===== src/spmv_pkg.sv =====
// ----------------------------------------------------------------------------
// spmv_pkg: shared types and constants for the CSR sparse matrix-vector block
// Vector store size, field widths, command codes and inter-stage records.
// ----------------------------------------------------------------------------
package spmv_pkg;

  localparam int VEC_SIZE = 1024;
  localparam int VEC_AW   = (VEC_SIZE > 1) ? $clog2(VEC_SIZE) : 1;

  localparam int CMD_W = 2;
  localparam int IDX_W = 10;
  localparam int VAL_W = 32;
  localparam int SUM_W = 64;

  localparam int QDEPTH = 4;
  localparam int QAW    = $clog2(QDEPTH);

  typedef enum logic [CMD_W-1:0] {
    CMD_LOAD = 2'd0,
    CMD_MAC  = 2'd1,
    CMD_EOR  = 2'd2
  } cmd_t;

  typedef struct packed {
    logic                    eor;
    logic signed [SUM_W-1:0] prod;
  } q_entry_t;

  typedef struct packed {
    logic     valid;
    q_entry_t entry;
  } q_word_t;

endpackage


===== src/spmv_queue.sv =====
// ----------------------------------------------------------------------------
// spmv_queue: decoupling queue
// Short FIFO of products and row-end markers between intake and accumulator.
// ----------------------------------------------------------------------------
module spmv_queue
  import spmv_pkg::*;
(
  input  logic    clk,
  input  logic    rst_n,
  input  q_word_t push,
  output logic    full,
  output q_word_t head,
  input  logic    pop
);

  q_entry_t       q_r [QDEPTH];
  logic [QAW-1:0] wptr_r, wptr_nxt;
  logic [QAW-1:0] rptr_r, rptr_nxt;
  logic [QAW:0]   cnt_r, cnt_nxt;
  logic           do_pop;

  assign full       = cnt_r == (QAW+1)'(QDEPTH);
  assign head.valid = cnt_r != '0;
  assign head.entry = q_r[rptr_r];
  assign do_pop     = pop && head.valid;

  always_comb begin
    wptr_nxt = push.valid ? wptr_r + 1'b1 : wptr_r;
    rptr_nxt = do_pop ? rptr_r + 1'b1 : rptr_r;
    cnt_nxt  = cnt_r + (QAW+1)'(push.valid) - (QAW+1)'(do_pop);
  end

  always_ff @(posedge clk) begin
    if (!rst_n) begin
      wptr_r <= '0;
      rptr_r <= '0;
      cnt_r  <= '0;
    end else begin
      wptr_r <= wptr_nxt;
      rptr_r <= rptr_nxt;
      cnt_r  <= cnt_nxt;
    end
  end

  always_ff @(posedge clk) begin
    if (push.valid) begin
      q_r[wptr_r] <= push.entry;
    end
  end

endmodule


===== config.mk =====
export PLATFORM = sky130hd
export DESIGN_NAME = spmv_queue
export DESIGN_NICKNAME = d
export VERILOG_FILES = /design/src/spmv_pkg.sv /design/src/spmv_queue.sv
export SDC_FILE = /design/constraint.sdc
export NUM_CORES = 1
export LEC_CHECK = 0
export ABC_AREA = 1
export BUFFER_PORTS_ARGS = -buffer_cell sky130_fd_sc_hd__buf_2
export CORE_UTILIZATION = 52
export DETAILED_ROUTE_END_ITERATION = 8
export PLACE_DENSITY = 0.79
export SYNTH_ARGS = -nofsm -noshare
export SYNTH_HDL_FRONTEND = slang
export SYNTH_SLANG_ARGS = --single-unit

===== constraint.sdc =====
create_clock -name clk -period 2.4 [get_ports clk]
set_input_delay 0.12 -clock clk [delete_from_list [all_inputs] [get_ports clk]]
set_output_delay 0.12 -clock clk [all_outputs]
set_load 0.005 [all_outputs]

==> results by group <==
Status
  • Status: finished clean

Die
  • Starting Density: 53.3%
  • Num ports: 136
  • Die Y: 143 µm
  • Die ar.: 20,600 µm²
  • Cell Rows: 51
  • Die Width: 143 µm
  • Core Region: 19,500 µm²

Global route
  • Initial antenna violation count: 2
  • Overall Global Routing Usage: 21.0%
  • Largest net degree at the start of global routing: 131
  • GRT overflow: 0
  • First-pass GRT wire length: 32.9 mm
  • Vias in the first global route: 6,522

Worst setup path
  • Worst Path Required: 2.28 ns
  • Worst-path fanout max: 65
  • Setup CP Type: flip-flop to output pin
  • Critical path capture point type: output pin
  • Worst R2R Path Depth: 8
  • Reg2reg start: cnt_r[1]
  • Setup crit start kind: flip-flop
  • R2R setup slack: 0.38 ns
  • Arr. time, crit path: 2.06 ns
  • Reg-to-reg endpoint: cnt_r[0]

Finish
  • Most frequent cells in the layout: edfxtp_1 (260), buf_2 (135), nor2_1 (116)
  • Layout cells sized above 1: 26.1%
  • Nets: 973
  • Commonest non-fill, non-tap cell in the layout: edfxtp_1
  • Fillers: 1,375
  • Post-route cell area: 12,900 µm²
  • Layout overhead on the synthesized area: 23.8%
  • Finished Core Util: 66.0%

Power and ir drop
  • Pleak: 4.58 nW
  • VDD IR max: 0.773 mV
  • PD cells: 942 nW/µm²

Synthesis
  • Top-area cell type share of the netlist area: 75.0%
  • Sequential share of the synthesized area: 76.7%
  • #FFs+latches synth: 269
  • Syn Nets: 766
  • Count of cell types in the netlist: 23
  • Cell taking the most area after synthesis: edfxtp_1
  • Ranking of synthesized cells by area: edfxtp_1 (75%), o21ai_0 (4.4%), nor2_1 (4.2%)
  • Syn. warnings: 0
  • Mapped Area: 10,400 µm²
  • Cells after Synth: 690
  • Mean Syn Cell Area: 15.1 µm²

Drt
  • First-pass iteration count of the detailed router: 5
  • Vias per std cell: 5.40
  • Initial DRC count: 422
  • Drc violations: 0
  • Antenna-violating nets left: 0
  • Total Wirelength: 21.5 mm
  • DR WL/cell: 18.2 µm
  • Via count: 6,383

Job
  • Max-cap violations: 0

Min path
  • Hold Path Origin: push[29]
  • Worst-case hold path end point: q_r[2][29]
  • Hold path cells: 2
  • Hold/Removal Path Class: input port to flip-flop

Place
  • Pre-CTS setup slack: 0.443 ns
  • Post-DP HPWL: 11.2 mm
  • Final GP Congestion: 0.725
  • Cell area after placement: 11,300 µm²
  • Number of port buffers: 135

Timing
  • Fin. max-slew vios: 0
  • Worst-Margin Slew: 0.618 ns
  • Final hold viol count: 0
  • Final setup fails: 0
  • Worst setup margin: 0.221 ns
  • Period utilization: 90.8%
  • Clock Skew: 0.0153 ns
  • Worst slew margin: 58.8%
  • WHS: 0.346 ns
  • Highest clock rate: 459 MHz
  • Unrepaired setup endpoints after global routing: false
  • Final setup TNS: 0 ns
  • Fin crit period: 2.18 ns

Clock network
  • Setup Buffers After CTS: 0
  • Clock latency on the worst-skew pair: 0.52 ns
  • Clock buffer depth: 3
  • Total CTS buffers: 27
  • Clock slew at reported path FFs: 0.06 ns
  • CTS tree: done
  • Clock tree root driver cell: clkbuf_16
  • Htree depth: 1
  • Clk sinks: 269
[per-layer routing]
layer | vias up | track usage (%) | share of wire (%)
li1 | 3009 | - | -
met2 | 223 | 37.0 | 51
met1 | 3110 | 25.6 | 40
met4 | 0 | 7.50 | 2.4
met5 | - | 0 | 0
met3 | 41 | 4.43 | 6.4
[layout make-up]
class                      instances  area (µm²)  share of cell area (%)
clock inverter                    16         179                    1.39
multi-input combinational        362        2060                    16.0
sequential                       269        8000                    62.0
inverter                          17        68.8                   0.534
antenna                            2        5.00                  0.0388
tap                              265         332                    2.57
timing repair buffer             220        1560                    12.1
clock buffer                      31         691                    5.36
[cell families after synthesis]
| group | count (synthesis) | synth area share (%) |
|---|---|---|
| flops | 269 | 76.7 |
| buf+inv | 59 | 3.47 |
| fa+ha+maj | 7 | 0.913 |
| simple gates | 152 | 6.95 |
| compound gates | 203 | 11.9 |
[stage by stage]
| step | instances | total power, mW |
|---|---|---|
| detailed placement | 1063 | 8.01 |
| floorplan | 690 | 7.18 |
| global route | 1181 | 12.7 |
| finish | 1182 | 12.1 |
| global placement | 1063 | 7.95 |
| CTS | 1180 | 12.2 |
[timing repair]
action	CTS	global route
hold buffers	70	0
endpoints found under the hold margin	269	0
endpoints found under the setup margin	37	15
gates resized for setup	1	2
[cells in the mapped netlist]
cell type	number
nor2_4	20
o21ai_1	35
fa_1	1
buf_2	12
buf_12	3
a21oi_1	5
buf_4	1
o22ai_2	20
o22ai_1	45
ha_1	6
inv_6	1
o21ai_2	5
nor2_1	116
a21boi_0	1
edfxtp_1	260
inv_1	15
inv_2	1
clkbuf_1	17
o21ai_0	92
dfxtp_1	9
nand2_1	14
buf_6	9
nand3_1	2
[registers in the layout, indices dropped and copies added (netlist names), named ones only]
register,flops
cnt_r,3
rptr_r,2
wptr_r,2
q_r,260
[where the power goes]
part           leakage, nW  internal (mW)  switching [mW]
Sequential            2.46           5.40          0.0983
Clock                0.425           2.48            1.63
Combinational         1.69           1.01            1.54
[critical path, stage by stage (launching register included)]
cell and delay, ns:
dfxtp_4 0.47, inv_2 0.09, clkbuf_8 0.43, o21ai_0 0.16
o22ai_1 0.22, buf_2 0.16
[how the worst max path moves through the flow]
| stage | startpoint | endpoint | slack [ns] |
|---|---|---|---|
| 6_report | flip-flop | head[61] | 0.22 |
| 3_3_place_gp | flip-flop | head[61] | 0.46 |
| 4_1_cts | flip-flop | head[56] | 0.04 |
| 5_1_grt | flip-flop | head[61] | 0.1 |
| 3_5_place_dp | flip-flop | head[61] | 0.44 |
| 2_1_floorplan | wptr_r[0] | q_r[2][0] | 0.13 |
No activity file was read; power rests on OpenSTA's default activity.
